**src/hdl/hkre_pkg.sv**
```systemverilog
// Shared types and constants of the keyboard report decoder.
package hkre_pkg;

   // Slot geometry
   localparam int KEY_SLOTS   = 6;
   localparam int SLOT_FIELDS = 6;
   localparam int EVENT_COUNT = 1 + 2 * KEY_SLOTS;

   // Beat layout
   localparam int REQ_DATA_W  = 64;
   localparam int RSP_DATA_W  = 24;
   localparam int RSP_USER_W  = 2;
   localparam int BYTES_W     = 7;
   localparam int BYTES_LSB   = 0;
   localparam int MOD_LSB     = 7;
   localparam int SLOT_LSB    = 15;
   localparam int ASCII_W     = 7;

   // Protocol codes
   localparam logic [BYTES_W-1:0] MIN_REPORT_BYTES = 7'd8;
   localparam logic [7:0] GUI_MASK       = 8'h88;
   localparam logic [7:0] GUI_RIGHT      = 8'h80;
   localparam logic [7:0] CODE_GUI_RIGHT = 8'hE7;
   localparam logic [7:0] CODE_GUI_LEFT  = 8'hE3;
   localparam logic [7:0] NO_KEY_MAX     = 8'h03;

   typedef logic [7:0] key_type;
   typedef key_type [KEY_SLOTS-1:0] key_array_type;

   // One key event before translation
   typedef struct packed {
      key_type    code;
      logic [7:0] modifier;
      logic       is_release;
   } event_type;

   typedef event_type [EVENT_COUNT-1:0] event_array_type;

   // What one lane found for its slot
   typedef struct packed {
      logic rel_hit;
      logic press_hit;
   } lane_flags_type;

endpackage

```
**src/hdl/hkre_lane.sv**
```systemverilog
// One slot lane: finds a release of the held key and a press of the new key.
module hkre_lane
   import hkre_pkg::*;
(
   input  key_type        new_key,
   input  key_type        held_key,
   input  key_array_type  new_keys,
   input  key_array_type  held_keys,
   output lane_flags_type flags
);

   logic skip;
   logic held_gone;
   logic new_fresh;

   // Search both reports for this lane's codes
   always_comb begin
      held_gone = 1'b1;
      new_fresh = 1'b1;
      for (int j = 0; j < KEY_SLOTS; j++) begin
         if (new_keys[j] == held_key) begin
            held_gone = 1'b0;
         end
         if (held_keys[j] == new_key) begin
            new_fresh = 1'b0;
         end
      end
   end

   // Drop the whole slot when its new key is a GUI code
   assign skip = (new_key == CODE_GUI_LEFT) || (new_key == CODE_GUI_RIGHT);

   assign flags.rel_hit   = !skip && (held_key > NO_KEY_MAX) && held_gone;
   assign flags.press_hit = !skip && (new_key > NO_KEY_MAX) && new_fresh;

endmodule

```
**src/hdl/hkre_xlate.sv**
```systemverilog
// Shift-aware ASCII translation and text flag for one key event.
module hkre_xlate
   import hkre_pkg::*;
(
   input  event_type          ev,
   output logic [ASCII_W-1:0] ascii_char,
   output logic               text_valid
);

   localparam key_type KEY_A      = 8'h04;
   localparam key_type KEY_Z      = 8'h1D;
   localparam key_type KEY_ONE    = 8'h1E;
   localparam key_type KEY_SLASH  = 8'h38;
   localparam key_type KEY_ENTER  = 8'h28;
   localparam key_type KEY_ESC    = 8'h29;
   localparam key_type KEY_BKSP   = 8'h2A;
   localparam key_type KEY_TAB    = 8'h2B;
   localparam key_type KEY_SPACE  = 8'h2C;
   localparam key_type KEY_DELETE = 8'h4C;
   localparam logic [7:0] SHIFT_BITS = 8'h22;

   // Symbol pair for codes from the digit row on: {shifted, plain}
   function automatic logic [2*ASCII_W-1:0] sym_pair(input logic [4:0] idx);
      logic [2*ASCII_W-1:0] pair;
      case (idx)
         5'd0:    pair = {7'h21, 7'h31};
         5'd1:    pair = {7'h40, 7'h32};
         5'd2:    pair = {7'h23, 7'h33};
         5'd3:    pair = {7'h24, 7'h34};
         5'd4:    pair = {7'h25, 7'h35};
         5'd5:    pair = {7'h5E, 7'h36};
         5'd6:    pair = {7'h26, 7'h37};
         5'd7:    pair = {7'h2A, 7'h38};
         5'd8:    pair = {7'h28, 7'h39};
         5'd9:    pair = {7'h29, 7'h30};
         5'd15:   pair = {7'h5F, 7'h2D};
         5'd16:   pair = {7'h2B, 7'h3D};
         5'd17:   pair = {7'h7B, 7'h5B};
         5'd18:   pair = {7'h7D, 7'h5D};
         5'd19:   pair = {7'h7C, 7'h5C};
         5'd20:   pair = {7'h7C, 7'h5C};
         5'd21:   pair = {7'h3A, 7'h3B};
         5'd22:   pair = {7'h22, 7'h27};
         5'd23:   pair = {7'h7E, 7'h60};
         5'd24:   pair = {7'h3C, 7'h2C};
         5'd25:   pair = {7'h3E, 7'h2E};
         5'd26:   pair = {7'h3F, 7'h2F};
         default: pair = '0;
      endcase
      return pair;
   endfunction

   logic                 shifted;
   logic                 control_key;
   logic                 printable;
   logic [7:0]           letter;
   logic [7:0]           sym_index;
   logic [2*ASCII_W-1:0] pair;
   logic [ASCII_W-1:0]   print_char;
   logic [ASCII_W-1:0]   control_char;

   assign shifted     = |(ev.modifier & SHIFT_BITS);
   assign control_key = (ev.code == KEY_ENTER) || (ev.code == KEY_ESC) ||
                        (ev.code == KEY_BKSP) || (ev.code == KEY_TAB) ||
                        (ev.code == KEY_SPACE) || (ev.code == KEY_DELETE);
   assign printable   = !control_key && (ev.code >= KEY_A) && (ev.code <= KEY_SLASH);

   // Letters run from 'a' or 'A'; the rest come from the symbol table
   assign letter     = (shifted ? 8'h41 : 8'h61) + (ev.code - KEY_A);
   assign sym_index  = ev.code - KEY_ONE;
   assign pair       = sym_pair(sym_index[4:0]);
   assign print_char = (ev.code <= KEY_Z) ? letter[ASCII_W-1:0] :
                       (shifted ? pair[2*ASCII_W-1:ASCII_W] : pair[ASCII_W-1:0]);

   // Map control keys
   always_comb begin
      case (ev.code)
         KEY_ENTER:  control_char = 7'h0D;
         KEY_TAB:    control_char = 7'h09;
         KEY_BKSP:   control_char = 7'h08;
         KEY_SPACE:  control_char = 7'h20;
         KEY_ESC:    control_char = 7'h1B;
         KEY_DELETE: control_char = 7'h7F;
         default:    control_char = '0;
      endcase
   end

   assign ascii_char = printable ? print_char : control_char;
   assign text_valid = printable && !ev.is_release;

endmodule

```
**src/hdl/hkre_merge.sv**
```systemverilog
// Merge stage: holds the lanes' candidate events and sends them out in order.
module hkre_merge
   import hkre_pkg::*;
(
   input  logic                   clock,
   input  logic                   reset,
   input  logic                   load,
   input  event_array_type        cand,
   input  logic [EVENT_COUNT-1:0] cand_mask,
   output logic                   busy,
   output logic                   rsp_tvalid,
   input  logic                   rsp_tready,
   output logic [RSP_DATA_W-1:0]  rsp_tdata,
   output logic [RSP_USER_W-1:0]  rsp_tuser,
   output logic                   rsp_tlast
);

   event_array_type        cand_ff;
   logic [EVENT_COUNT-1:0] mask_ff, mask_in;
   logic [EVENT_COUNT-1:0] pick_onehot;
   event_type              pick_ev;
   logic                   pick_last;
   logic                   pop;
   logic [ASCII_W-1:0]     pick_ascii;
   logic                   pick_text;

   logic                   out_valid_ff, out_valid_in;
   event_type              out_ev_ff;
   logic [ASCII_W-1:0]     out_ascii_ff;
   logic                   out_text_ff;
   logic                   out_last_ff;

   // Pick the lowest pending candidate
   assign pick_onehot = mask_ff & (~mask_ff + 1'b1);
   assign pick_last   = (mask_ff & ~pick_onehot) == '0;

   always_comb begin
      pick_ev = '0;
      for (int i = 0; i < EVENT_COUNT; i++) begin
         if (pick_onehot[i]) begin
            pick_ev = pick_ev | cand_ff[i];
         end
      end
   end

   hkre_xlate u_xlate (
      .ev         (pick_ev),
      .ascii_char (pick_ascii),
      .text_valid (pick_text)
   );

   // Advance when the output register is free or being emptied
   assign pop  = (mask_ff != '0) && (!out_valid_ff || rsp_tready);
   assign busy = mask_ff != '0;

   always_comb begin
      if (load) begin
         mask_in = cand_mask;
      end else if (pop) begin
         mask_in = mask_ff & ~pick_onehot;
      end else begin
         mask_in = mask_ff;
      end
   end

   always_comb begin
      if (pop) begin
         out_valid_in = 1'b1;
      end else if (rsp_tready) begin
         out_valid_in = 1'b0;
      end else begin
         out_valid_in = out_valid_ff;
      end
   end

   // Control state
   always_ff @(posedge clock) begin
      if (reset) begin
         mask_ff      <= '0;
         out_valid_ff <= 1'b0;
      end else begin
         mask_ff      <= mask_in;
         out_valid_ff <= out_valid_in;
      end
   end

   // Payload: candidates on load, output beat on pop
   always_ff @(posedge clock) begin
      if (load) begin
         cand_ff <= cand;
      end
      if (pop) begin
         out_ev_ff    <= pick_ev;
         out_ascii_ff <= pick_ascii;
         out_text_ff  <= pick_text;
         out_last_ff  <= pick_last;
      end
   end

   assign rsp_tvalid = out_valid_ff;
   assign rsp_tdata  = {1'b0, out_ascii_ff, out_ev_ff.modifier, out_ev_ff.code};
   assign rsp_tuser  = {out_text_ff, out_ev_ff.is_release};
   assign rsp_tlast  = out_last_ff;

endmodule

```
**src/hdl/hid_keyboard_report_to_key_events.sv**
```systemverilog
// Top level of the boot keyboard report decoder.
//
// req_* takes one boot keyboard report per beat: byte count, modifier byte
// and six key slots. Reports shorter than eight bytes are dropped at once.
// rsp_* gives key press and release events, one per beat, with the usage
// code, the attached modifier, an ASCII translation and a text flag.
// A GUI modifier change comes first, then releases and presses slot by
// slot; tlast marks the final event of a report, and a report that
// changes nothing gives no beat at all.
// rsp_tvalid rises once the report is registered and its first event has
// passed into the output register. Events leave at one per cycle while the
// receiver is ready; the serializer in the merge stage holds the input
// closed, and req_tready rises again as the final event enters the output
// register, so the next report can be taken while that event waits.
// A stalled receiver holds the output beat and the serializer.
// Reset clears the held keys and modifier and drops any pending events.
module hid_keyboard_report_to_key_events
   import hkre_pkg::*;
(
   input  logic                  clock,
   input  logic                  reset,
   input  logic                  req_tvalid,
   output logic                  req_tready,
   // report_bytes[6:0], modifier_bits[14:7], key_slot_0..5[62:15], pad[63]
   input  logic [REQ_DATA_W-1:0] req_tdata,
   output logic                  rsp_tvalid,
   input  logic                  rsp_tready,
   // usage[7:0], event_modifier[15:8], ascii_char[22:16], pad[23]
   output logic [RSP_DATA_W-1:0] rsp_tdata,
   // is_release[0], text_valid[1]
   output logic [RSP_USER_W-1:0] rsp_tuser,
   output logic                  rsp_tlast
);

   key_array_type          held_keys_ff;
   logic [7:0]             held_mod_ff;
   key_array_type          new_keys;
   logic [7:0]             new_mod;
   logic [BYTES_W-1:0]     report_bytes;
   logic                   load;
   logic                   busy;
   lane_flags_type         lane_flags [KEY_SLOTS];
   event_array_type        cand;
   logic [EVENT_COUNT-1:0] cand_mask;

   assign report_bytes = req_tdata[BYTES_LSB +: BYTES_W];
   assign new_mod      = req_tdata[MOD_LSB +: 8];
   assign req_tready   = !busy;
   assign load         = req_tvalid && req_tready && (report_bytes >= MIN_REPORT_BYTES);

   // Unpack slots; slots past the beat read as no key
   for (genvar i = 0; i < KEY_SLOTS; i++) begin : g_slot
      if (i < SLOT_FIELDS) begin : g_live
         assign new_keys[i] = req_tdata[SLOT_LSB + 8*i +: 8];
      end else begin : g_none
         assign new_keys[i] = '0;
      end
   end

   // Lanes and their candidate events
   for (genvar i = 0; i < KEY_SLOTS; i++) begin : g_lane
      hkre_lane u_lane (
         .new_key   (new_keys[i]),
         .held_key  (held_keys_ff[i]),
         .new_keys  (new_keys),
         .held_keys (held_keys_ff),
         .flags     (lane_flags[i])
      );
      assign cand[1 + 2*i]      = '{code: held_keys_ff[i], modifier: 8'h00, is_release: 1'b1};
      assign cand_mask[1 + 2*i] = lane_flags[i].rel_hit;
      assign cand[2 + 2*i]      = '{code: new_keys[i], modifier: new_mod, is_release: 1'b0};
      assign cand_mask[2 + 2*i] = lane_flags[i].press_hit;
   end

   // GUI modifier event leads the report
   assign cand[0].code       = ((new_mod & GUI_RIGHT) != '0) ? CODE_GUI_RIGHT : CODE_GUI_LEFT;
   assign cand[0].modifier   = new_mod;
   assign cand[0].is_release = (new_mod & GUI_MASK) == '0;
   assign cand_mask[0]       = (new_mod & GUI_MASK) != (held_mod_ff & GUI_MASK);

   // Remember the last full report
   always_ff @(posedge clock) begin
      if (reset) begin
         held_keys_ff <= '0;
         held_mod_ff  <= '0;
      end else if (load) begin
         held_keys_ff <= new_keys;
         held_mod_ff  <= new_mod;
      end
   end

   hkre_merge u_merge (
      .clock      (clock),
      .reset      (reset),
      .load       (load),
      .cand       (cand),
      .cand_mask  (cand_mask),
      .busy       (busy),
      .rsp_tvalid (rsp_tvalid),
      .rsp_tready (rsp_tready),
      .rsp_tdata  (rsp_tdata),
      .rsp_tuser  (rsp_tuser),
      .rsp_tlast  (rsp_tlast)
   );

endmodule

```
**config.mk**
```make
export PLATFORM = sky130hd
export DESIGN_NAME = hid_keyboard_report_to_key_events
export DESIGN_NICKNAME = d
export VERILOG_FILES = /design/src/hdl/hkre_pkg.sv /design/src/hdl/hkre_lane.sv /design/src/hdl/hkre_xlate.sv /design/src/hdl/hkre_merge.sv /design/src/hdl/hid_keyboard_report_to_key_events.sv
export SDC_FILE = /design/constraint.sdc
export NUM_CORES = 1
export LEC_CHECK = 0
export ABC_CLOCK_PERIOD_IN_PS = 18100
export BUFFER_PORTS_ARGS = -buffer_cell sky130_fd_sc_hd__buf_2
export CAP_MARGIN = 20
export CORE_UTILIZATION = 30
export CTS_CLUSTER_DIAMETER = 60
export CTS_CLUSTER_SIZE = 25
export DETAILED_ROUTE_END_ITERATION = 10
export PLACE_DENSITY = 0.48
export RECOVER_POWER = 50
export SLEW_MARGIN = 30
export SYNTH_ARGS = -nofsm -noshare
export SYNTH_HDL_FRONTEND = slang
export SYNTH_SLANG_ARGS = --single-unit
export TNS_END_PERCENT = 5
```
**constraint.sdc**
```tcl
create_clock -name clock -period 18.1 [get_ports clock]
set_clock_uncertainty 0.1 [all_clocks]
set_input_delay 1.81 -clock clock [delete_from_list [all_inputs] [get_ports clock]]
set_output_delay 1.81 -clock clock [all_outputs]
set_load 0.1 [all_outputs]
```
==> run_results.csv, run 1 <==
group,metric,value,unit
run_status,status,"finished with violations",
run_status,violations,"DRC, capacitance limit, slew limit",
placement,io_buffers,91,
global_route,grt_pass1_wl,66000,um
clock_tree,cts_inserted_buffers,17,
sta,setup_tns,0,ps
synth,syn-num-nets,1442,
global_route,grt_pass1_vias,9932,
synth,async_flop_share,0,
synth,syn_area,0.0126,sq mm
synth,synth_edf_count,131,
floorplan,die_y,207,um
global_route,antenna_found_initial,2,
sta,fin_crit_sh,0.560,
clock_tree,path_clk_slew,80,ps
route,drcViolationCount,4,
floorplan,fp-row-count,74,
worst_setup_path,cp_max_fo,81,
min_path,min_from,"held_mod_ff[7]",
synth,synth_cells,1356,
route,vias,10153,
synth,synth-seq-cells,195,
route,drt-total-wl,44300,um
sta,max_freq,98.7,MHz
worst_setup_path,timing.critical_path.from,"u_merge.mask_ff[4]",
synth,ys_types,87,
synth,ys.flop_type,"edfxtp_1",
sta,hold_violations,0,
route,vias_per_cell,5.42,
sta,fin_ws,7970,ps
worst_setup_path,crit_path_end_kind,"register",
route,avgRoutedWirePerCell,23.6,um
floorplan,fp.dieW,207,um
clock_tree,clkSinkCount,195,
final_layout,fin_nets,1414,
placement,gp_congestion,0.929,
clock_tree,cts_hold_buffers,0,
synth,synthMostInstantiatedCell,"xnor2_1",
sta,worst_pin_slew,3470,ps
final_layout,fin_area,0.0137,sq mm
synth,ys_seq_area_frac,0.413,
final_layout,final_layout_size_suffix_gt1_frac,0.0529,
min_path,hold_class,"reg2reg",
clock_tree,cts_resized,0,
clock_tree,postCtsSetupBuffers,0,
synth,synth_top_area_cell,"edfxtp_1",
floorplan,die_area,0.0429,sq mm
sta,setup_viol,0,
clock_tree,tritoncts,"done",
sta,slew_viol_final,135,
final_layout,area_growth,8.54,%
synth,synth.avg_cell_area,9.31,sq um
clock_tree,clock_latency,460,ps
floorplan,initial_core_util,0.306,
worst_setup_path,critPathRequiredTime,18310,ps
final_layout,instances_no_fill,1874,
job,cap_violations,2,
sta,slew-limit-headroom,-1.32,
clock_tree,clockBufferDepth,2,
placement,pre_cts_slack,13000,ps
synth,yosysWarningCount,0,
route,drt_pre_antenna_iters,10,
global_route,grt.overflow.total,0,
synth,synth_commonest_cells,"xnor2_1, nand2_1, edfxtp_1",
synth,yosysTopAreaCellShare,0.312,
global_route,track_usage,0.206,
floorplan,pin_count,97,
worst_setup_path,worstSetupPathType,"reg2reg",
clock_tree,root_buffer,"clkbuf_16",
placement,postPlaceCellArea,0.0132,sq mm
sta,rsz0062_at_grt,"no",
clock_tree,htreeDepth,4,
synth,synth_area_leaders,"edfxtp_1, xnor2_1, dfxtp_1",
sta,post-route-min-period,10130,ps
route,drt_iter0_drc,862,
placement,dp_hpwl,30300,um
route,ant_nets,0,
worst_setup_path,arrival,10340,ps
worst_setup_path,reg2reg_from,"u_merge.mask_ff[4]",
worst_setup_path,critPathLaunchType,"register",
floorplan,fp.coreArea,0.0412,sq mm
global_route,grt_max_degree,82,
placement,dp_cells,1841,
-- sequential cells by signal, indices dropped and copies added, names as in the netlist --
| register | count |
|---|---|
| cand | 48 |
| held_mod_ff | 2 |
| u_merge.cand_ff | 105 |
| u_merge.mask_ff | 13 |
| u_merge.out_ascii_ff | 7 |
| u_merge.out_text_ff | 1 |
| u_merge.rsp_tdata | 16 |
| u_merge.rsp_tlast | 1 |
| u_merge.rsp_tuser | 1 |
| u_merge.rsp_tvalid | 1 |
-- stage by stage --
stage / util / hold slack [ps]
final: 0.332 / 375
after global routing: 0.332 / 411
after CTS: 0.336 / 371
after detailed placement: 0.321 / 361
after global placement: 0.321 / 355
after floorplan: - / 306
-- worst max-delay path, stage by stage (launching register included) --
cell and delay, ps:
dfxtp_1 540, clkbuf_1 410, or3_1 390, or4_1 550, nor3_1 220, nand3_2 110, clkbuf_1 2440, clkinvlp_2 3820
buf_6 1020, nand2_1 160, a21oi_1 80
-- layout by cell type, fill, tap and decap left out, drive strengths merged, types with 4 or more instances in the layout --
cell type  synthesis  layout
or3                7       7
a221oi             4       4
clkinv             1       6
nor2b             19      19
a31oi              7       7
xnor2            181     181
nand4             53      53
edfxtp           131     131
nand2b             5       5
a211oi            13      13
xor2             116     116
a32oi              8       8
ha                18      18
nor2              67      67
o31ai              8       8
nand3             24      24
nand2            142     142
dfxtp             64      64
a22oi              8       8
nand3b            19      19
a21oi            119     119
nor4              43      43
a21o              11      11
buf               27      23
a311oi             5       5
nor3              13      13
inv               20      27
o21ai             22      22
clkbuf           123      97
or4                7       7
maj3               4       4
-- logic make-up (layout without fill, tap and decap cells) --
logic type	count (synthesis)	count (layout)	share of synthesized area
AO/OA/AOI/OAI	251	251	0.131
multiplexers	3	3	0.00337
AND/OR/NAND/NOR	415	415	0.169
flip-flops	195	195	0.413
adder cells (fa/ha/maj)	22	22	0.0210
other	1	2	0.000297
XOR/XNOR	298	298	0.208
buffers and inverters	171	156	0.0539
-- cell type report --
class	count	area (sq um)
clock inverter	15	166
clock buffer	17	425
timing repair buffer	103	442
fill	4173	27500
tap	532	666
antenna	1	2.50
sequential	195	5220
inverter	21	80.1
multi-input combinational	990	6700
-- layer usage --
layer	global-route usage	part of all wire	routed length [um]
met1	0.258	0.43	19000
met2	0.353	0.48	21500
met3	0.0279	0.045	1980
met4	0.0939	0.042	1870
met5	0	0.00032	14
-- path summary, 6_finish.rpt --
check,to,cells past startpoint,slack (ps)
worst min-delay path,held_mod_ff[7],2,380
worst max register to register,cand[64],10,7970
worst min register to register,held_mod_ff[7],2,380
worst max-delay path,cand[64],10,7970
Power of run 1 is left out: the tool's default activity adds up to more than one toggle a clock period on the data nets, which glitch-free logic cannot reach.
==> inputs of run 2 (changes only) <==
--- a/config.mk
+++ b/config.mk
@@ -5,14 +5,14 @@
 export SDC_FILE = /design/constraint.sdc
 export NUM_CORES = 1
 export LEC_CHECK = 0
-export ABC_CLOCK_PERIOD_IN_PS = 18100
+export ABC_CLOCK_PERIOD_IN_PS = 9300
 export BUFFER_PORTS_ARGS = -buffer_cell sky130_fd_sc_hd__buf_2
 export CAP_MARGIN = 20
 export CORE_UTILIZATION = 30
 export CTS_CLUSTER_DIAMETER = 60
 export CTS_CLUSTER_SIZE = 25
 export DETAILED_ROUTE_END_ITERATION = 10
-export PLACE_DENSITY = 0.48
+export PLACE_DENSITY = 0.49
 export RECOVER_POWER = 50
 export SLEW_MARGIN = 30
 export SYNTH_ARGS = -nofsm -noshare
==> constraint.sdc (replaced) <==
create_clock -name clock -period 9.3 [get_ports clock]
set_clock_uncertainty 0.1 [all_clocks]
set_input_delay 0.93 -clock clock [delete_from_list [all_inputs] [get_ports clock]]
set_output_delay 0.93 -clock clock [all_outputs]
set_load 0.1 [all_outputs]
==> run_results.csv, run 2 (synthesis results as in run 1) <==
group,metric,value,unit
global_route,grt_pass1_wl,65600,um
sta,worst_pin_slew,3230,ps
worst_setup_path,worstSetupPathType,"reg2reg",
worst_setup_path,critPathRequiredTime,9500,ps
placement,io_buffers,91,
sta,setup_viol,0,
min_path,hold_end,"held_mod_ff[3]",
placement,gp_congestion,0.902,
clock_tree,clock_latency,460,ps
floorplan,fp-row-count,74,
clock_tree,htreeDepth,4,
sta,slew-limit-headroom,-1.16,
route,drcViolationCount,1,
min_path,whs_path_depth,2,
worst_setup_path,r2r-end,"cand[30]",
global_route,antenna_found_initial,0,
sta,fin_crit_sh,0.721,
global_route,grt.overflow.total,0,
clock_tree,postCtsSetupBuffers,0,
worst_setup_path,critPathLaunchType,"register",
final_layout,largest_reg_flops,105,
route,drt_iter0_drc,943,
final_layout,seq_area,0.00522,sq mm
clock_tree,cts_hold_buffers,0,
route,ant_nets,0,
final_layout,final_common_cell,"xnor2_1",
clock_tree,cts_inserted_buffers,17,
route,vias,10131,
worst_setup_path,reg2reg_depth,10,
sta,setup_tns,0,ps
worst_setup_path,crit_buf_inv,4,
worst_setup_path,arrival,6900,ps
final_layout,multiInputGateArea,0.00671,sq mm
route,drt_pre_antenna_iters,10,
route,vias_per_cell,5.42,
final_layout,fillers,4198,
worst_setup_path,crit_path_end_kind,"register",
job,cap_violations,1,
run_status,violations,"DRC, capacitance limit, slew limit",
clock_tree,path_clk_slew,80,ps
final_layout,fin_nets,1411,
min_path,min_from,"held_mod_ff[3]",
sta,hold_violations,0,
final_layout,final_layout_size_suffix_gt1_frac,0.0501,
worst_setup_path,reg2reg_setup_slack,2600,ps
global_route,grt_pass1_vias,9920,
worst_setup_path,path_cells,"or3_1 > or4_1 > nor3_1 > nand3_2 > clkbuf_1 > inv_6 > buf_4 > buf_16 > nand2_1 > a21oi_1",
floorplan,fp.dieW,207,um
global_route,grt_max_degree,82,
floorplan,die_y,207,um
final_layout,antennaDiodeCount,0,
worst_setup_path,slowest_stage,"clkbuf_1",
clock_tree,tritoncts,"done",
clock_tree,root_buffer,"clkbuf_16",
sta,max_freq,149,MHz
sta,rsz0062_at_grt,"no",
floorplan,die_area,0.0429,sq mm
worst_setup_path,critical_path.max_stage_delay,2270,ps
final_layout,top_register,"u_merge.cand_ff",
worst_setup_path,crit_family,"buffers and inverters",
worst_setup_path,reg2reg_from,"u_merge.mask_ff[1]",
global_route,track_usage,0.204,
final_layout,final_cell_mix,"xnor2_1, nand2_1, edfxtp_1, a21oi_1, xor2_1",
min_path,hold_class,"reg2reg",
final_layout,area_growth,8.51,%
clock_tree,clockBufferDepth,2,
placement,dp_hpwl,30100,um
floorplan,initial_core_util,0.306,
worst_setup_path,cp_max_fo,81,
route,avgRoutedWirePerCell,23.4,um
clock_tree,clkSinkCount,195,
floorplan,fp.coreArea,0.0412,sq mm
clock_tree,cts_resized,0,
floorplan,pin_count,97,
sta,post-route-min-period,6700,ps
run_status,status,"finished with violations",
sta,slew_viol_final,58,
route,drt-total-wl,43800,um
run 2: cell count changes in the layout (fill, tap and decap cells not counted), sizes merged:
cell	delta
clkinv	-2
clkinvlp	-2
diode	-1
clkbuf	+1
inv	+1
buf	-1
run 2: final cells by class:
class	instances	share of cell area
Tap cell	532	0.0486
Multi-Input combinational cell	990	0.490
Clock buffer	20	0.0319
Timing Repair Buffer	100	0.0323
Sequential cell	195	0.381
Clock inverter	12	0.0103
Inverter	21	0.00612
run 2: how the worst max path moves through the flow:
| stage | startpoint | to | slack [ps] | cells past startpoint |
|---|---|---|---|---|
| after detailed placement | u_merge.mask_ff[1] | u_merge.out_ascii_ff[1] | 4230 | 11 |
| after CTS | u_merge.mask_ff[1] | u_merge.out_ascii_ff[1] | 4230 | 11 |
| final | u_merge.mask_ff[1] | cand[30] | 2600 | 10 |
| after global placement | u_merge.mask_ff[1] | u_merge.out_ascii_ff[1] | 4180 | 11 |
| after floorplan | u_merge.mask_ff[0] | u_merge.cand_ff[0] | 2240 | 10 |
| after global routing | u_merge.mask_ff[0] | cand[61] | 2140 | 10 |
run 2: metrics by stage:
stage	instances	area [sq um]	setup slack, ps	hold slack, ps	util
2_1_floorplan	1356	12600	2240	306	-
3_3_place_gp	1837	13200	4180	355	0.321
3_5_place_dp	1837	13200	4230	368	0.321
4_1_cts	1869	13800	4230	381	0.335
5_1_grt	1870	13700	2140	399	0.332
6_report	1870	13700	2600	378	0.332
run 2: metal layers:
| metal | vias to the layer above | GRT usage | part of all wire |
|---|---|---|---|
| met3 | 79 | 0.0230 | 0.041 |
| li1 | 4696 | - | - |
| met5 | - | 0 | 0 |
| met4 | 0 | 0.0978 | 0.041 |
| met2 | 321 | 0.342 | 0.48 |
| met1 | 5035 | 0.262 | 0.44 |
run 2: worst min-delay path: stages, from the launching register on:
cell	delay, ps
dfxtp_1	330
nand2_1	60
a21oi_1	50
Power of run 2 is left out for the same reason.
==> inputs of run 3 (changes only) <==
--- a/config.mk
+++ b/config.mk
@@ -5,7 +5,8 @@
 export SDC_FILE = /design/constraint.sdc
 export NUM_CORES = 1
 export LEC_CHECK = 0
-export ABC_CLOCK_PERIOD_IN_PS = 9300
+export ABC_AREA = 1
+export ABC_CLOCK_PERIOD_IN_PS = 5830
 export BUFFER_PORTS_ARGS = -buffer_cell sky130_fd_sc_hd__buf_2
 export CAP_MARGIN = 20
 export CORE_UTILIZATION = 30
==> constraint.sdc (replaced) <==
create_clock -name clock -period 5.83 [get_ports clock]
set_clock_uncertainty 0.1 [all_clocks]
set_input_delay 0.583 -clock clock [delete_from_list [all_inputs] [get_ports clock]]
set_output_delay 0.583 -clock clock [all_outputs]
set_load 0.1 [all_outputs]
==> run_results.csv, run 3 <==
group,metric,value,unit
placement,dp_hpwl,35700,um
synth,synth.avg_cell_area,7.90,sq um
synth,synth_cells,1640,
worst_setup_path,timing.critical_path.from,"u_merge.mask_ff[0]",
route,drcViolationCount,0,
synth,synth_commonest_cells,"nand2_1, xor2_1, edfxtp_1",
worst_setup_path,worstSetupPathType,"reg2reg",
worst_setup_path,cp_max_fo,14,
clock_tree,postCtsSetupBuffers,0,
route,vias_per_cell,5.36,
synth,syn-num-nets,1726,
synth,synthMostInstantiatedCell,"nand2_1",
clock_tree,clock_latency,460,ps
min_path,hold_class,"in2reg",
synth,ys_types,43,
final_layout,fin_area,0.0141,sq mm
clock_tree,clockBufferDepth,2,
final_layout,final_layout_size_suffix_gt1_frac,0.0530,
worst_setup_path,path_cells,"nor2_8 > nand2_1 > nor2_1 > nand3_1 > nand3_1 > nor2_1 > nand2_1 > inv_1 > ha_1 > clkinv_1 > nor2_1 > inv_1 > nand2_1 > nand3_1 > nand3_1 > nand3_1 > nand2_1 > nand2_1 > nand2_1",
clock_tree,clkSinkCount,195,
synth,ys.flop_type,"edfxtp_1",
synth,async_flop_share,0,
clock_tree,path_clk_slew,70,ps
final_layout,fin_util,0.334,
floorplan,fp-row-count,75,
worst_setup_path,reg2reg_from,"u_merge.mask_ff[0]",
sta,fin_crit_sh,0.837,
sta,hold_violations,0,
worst_setup_path,crit_path_end_kind,"register",
final_layout,top_register,"u_merge.cand_ff",
floorplan,fp.coreArea,0.0422,sq mm
final_layout,antennaDiodeCount,0,
worst_setup_path,critical_path.max_stage_delay,780,ps
sta,setup_tns,0,ps
synth,synth_area_leaders,"edfxtp_1, nand2_1, xor2_1",
clock_tree,cts_hold_buffers,0,
floorplan,fp.dieW,210,um
global_route,grt_pass1_vias,10937,
synth,ys_seq_area_frac,0.403,
worst_setup_path,arrival,5100,ps
placement,io_buffers,91,
synth,yosysWarningCount,0,
sta,rsz0062_at_grt,"no",
floorplan,pin_count,97,
clock_tree,tritoncts,"done",
worst_setup_path,reg2reg_setup_slack,950,ps
global_route,grt_pass1_wl,73500,um
final_layout,largest_reg_flops,105,
global_route,antenna_found_initial,0,
synth,synth_edf_count,131,
sta,slew-limit-headroom,0.139,
clock_tree,cts_inserted_buffers,17,
sta,post-route-min-period,4880,ps
route,drt_pre_antenna_iters,7,
final_layout,area_growth,8.79,%
clock_tree,htreeDepth,4,
synth,yosysTopAreaCellShare,0.304,
sta,max_freq,205,MHz
run_status,status,"completed",
worst_setup_path,critPathLaunchType,"register",
placement,gp_congestion,0.967,
final_layout,final_common_cell,"nand2_1",
sta,setup_viol,0,
route,drt-total-wl,50100,um
synth,syn_area,0.0130,sq mm
route,ant_nets,0,
synth,synth_top_area_cell,"edfxtp_1",
final_layout,final_cell_mix,"nand2_1, xor2_1, edfxtp_1, inv_1, nor2_1",
global_route,grt.overflow.total,0,
global_route,grt_max_degree,79,
floorplan,die_area,0.0440,sq mm
route,drt_iter0_drc,1212,
sta,worst_pin_slew,1290,ps
sta,slew_viol_final,0,
clock_tree,root_buffer,"clkbuf_16",
min_path,min_from,"req_tdata[12]",
worst_setup_path,slowest_stage,"nor2_1",
floorplan,initial_core_util,0.307,
final_layout,fin_nets,1714,
placement,postPlaceCellArea,0.0137,sq mm
route,vias,11685,
worst_setup_path,cpMostUsedCell,"nand2_1",
floorplan,die_y,210,um
sta,whs,203,ps
job,cap_violations,0,
route,avgRoutedWirePerCell,23.0,um
worst_setup_path,critPathRequiredTime,6050,ps
global_route,track_usage,0.229,
clock_tree,cts_resized,0,
synth,synth-seq-cells,195,
## run 3: cell types whose count changed after synthesis, moves of 27 or more
cell | previous run | this run
a21oi_1 | 118 | 76
nand3_1 | 23 | 105
o21ai_0 | 19 | 46
nand2_1 | 141 | 362
inv_1 | 20 | 128
nor2_1 | 67 | 114
xnor2_1 | 181 | 82
xor2_1 | 116 | 153
## run 3: cells by family (layout without fill, tap and decap cells)
kind of cell    after synthesis  in the layout  synth area share
flops                       195            195             0.403
xor+xnor                    235            235             0.159
other cells                   1              1          0.000290
fa+ha+maj                    18             18            0.0174
compound gates              153            153            0.0638
simple gates                770            770             0.275
buf+inv                     268            269            0.0822
## run 3: layer usage
layer	vias to the layer above	wire length, um	global-route usage	share of wire
met5	-	0	0	0
li1	5385	-	-	-
met4	0	1910	0.0941	0.038
met3	125	3890	0.0413	0.078
met2	582	22700	0.362	0.45
met1	5593	21600	0.307	0.43
## run 3: final cells by class
cell class              instances  area, sq um
fillers                      4483        28100
multi-input cells            1177         6650
flip-flops and latches        195         5220
well taps                     539          674
inverters                     137          514
repair buffers                100          443
clock buffers                  19          433
clock inverters                13          158
## run 3: final timing paths
check,end,cells after the start
setup / recovery,u_merge.out_ascii_ff[3],19
hold / removal,u_merge.cand_ff[108],1
setup reg to reg,u_merge.out_ascii_ff[3],19
hold reg to reg,held_mod_ff[7],2
## run 3: worst max-delay path: cells and delay by family, from the launching register on
kind	cells	cell delay (ps)
adder cells (fa/ha/maj)	1	580
buffers and inverters	3	640
flip-flops	1	470
AND/OR/NAND/NOR	15	2940
## run 3: per-stage QoR
stage               instances  worst slack [ps]
finish                   2180               951
global route             2180               440
CTS                      2180              1200
detailed placement       2148              1240
global placement         2146              1290
floorplan                1640              1910
Power of run 3 is left out for the same reason.
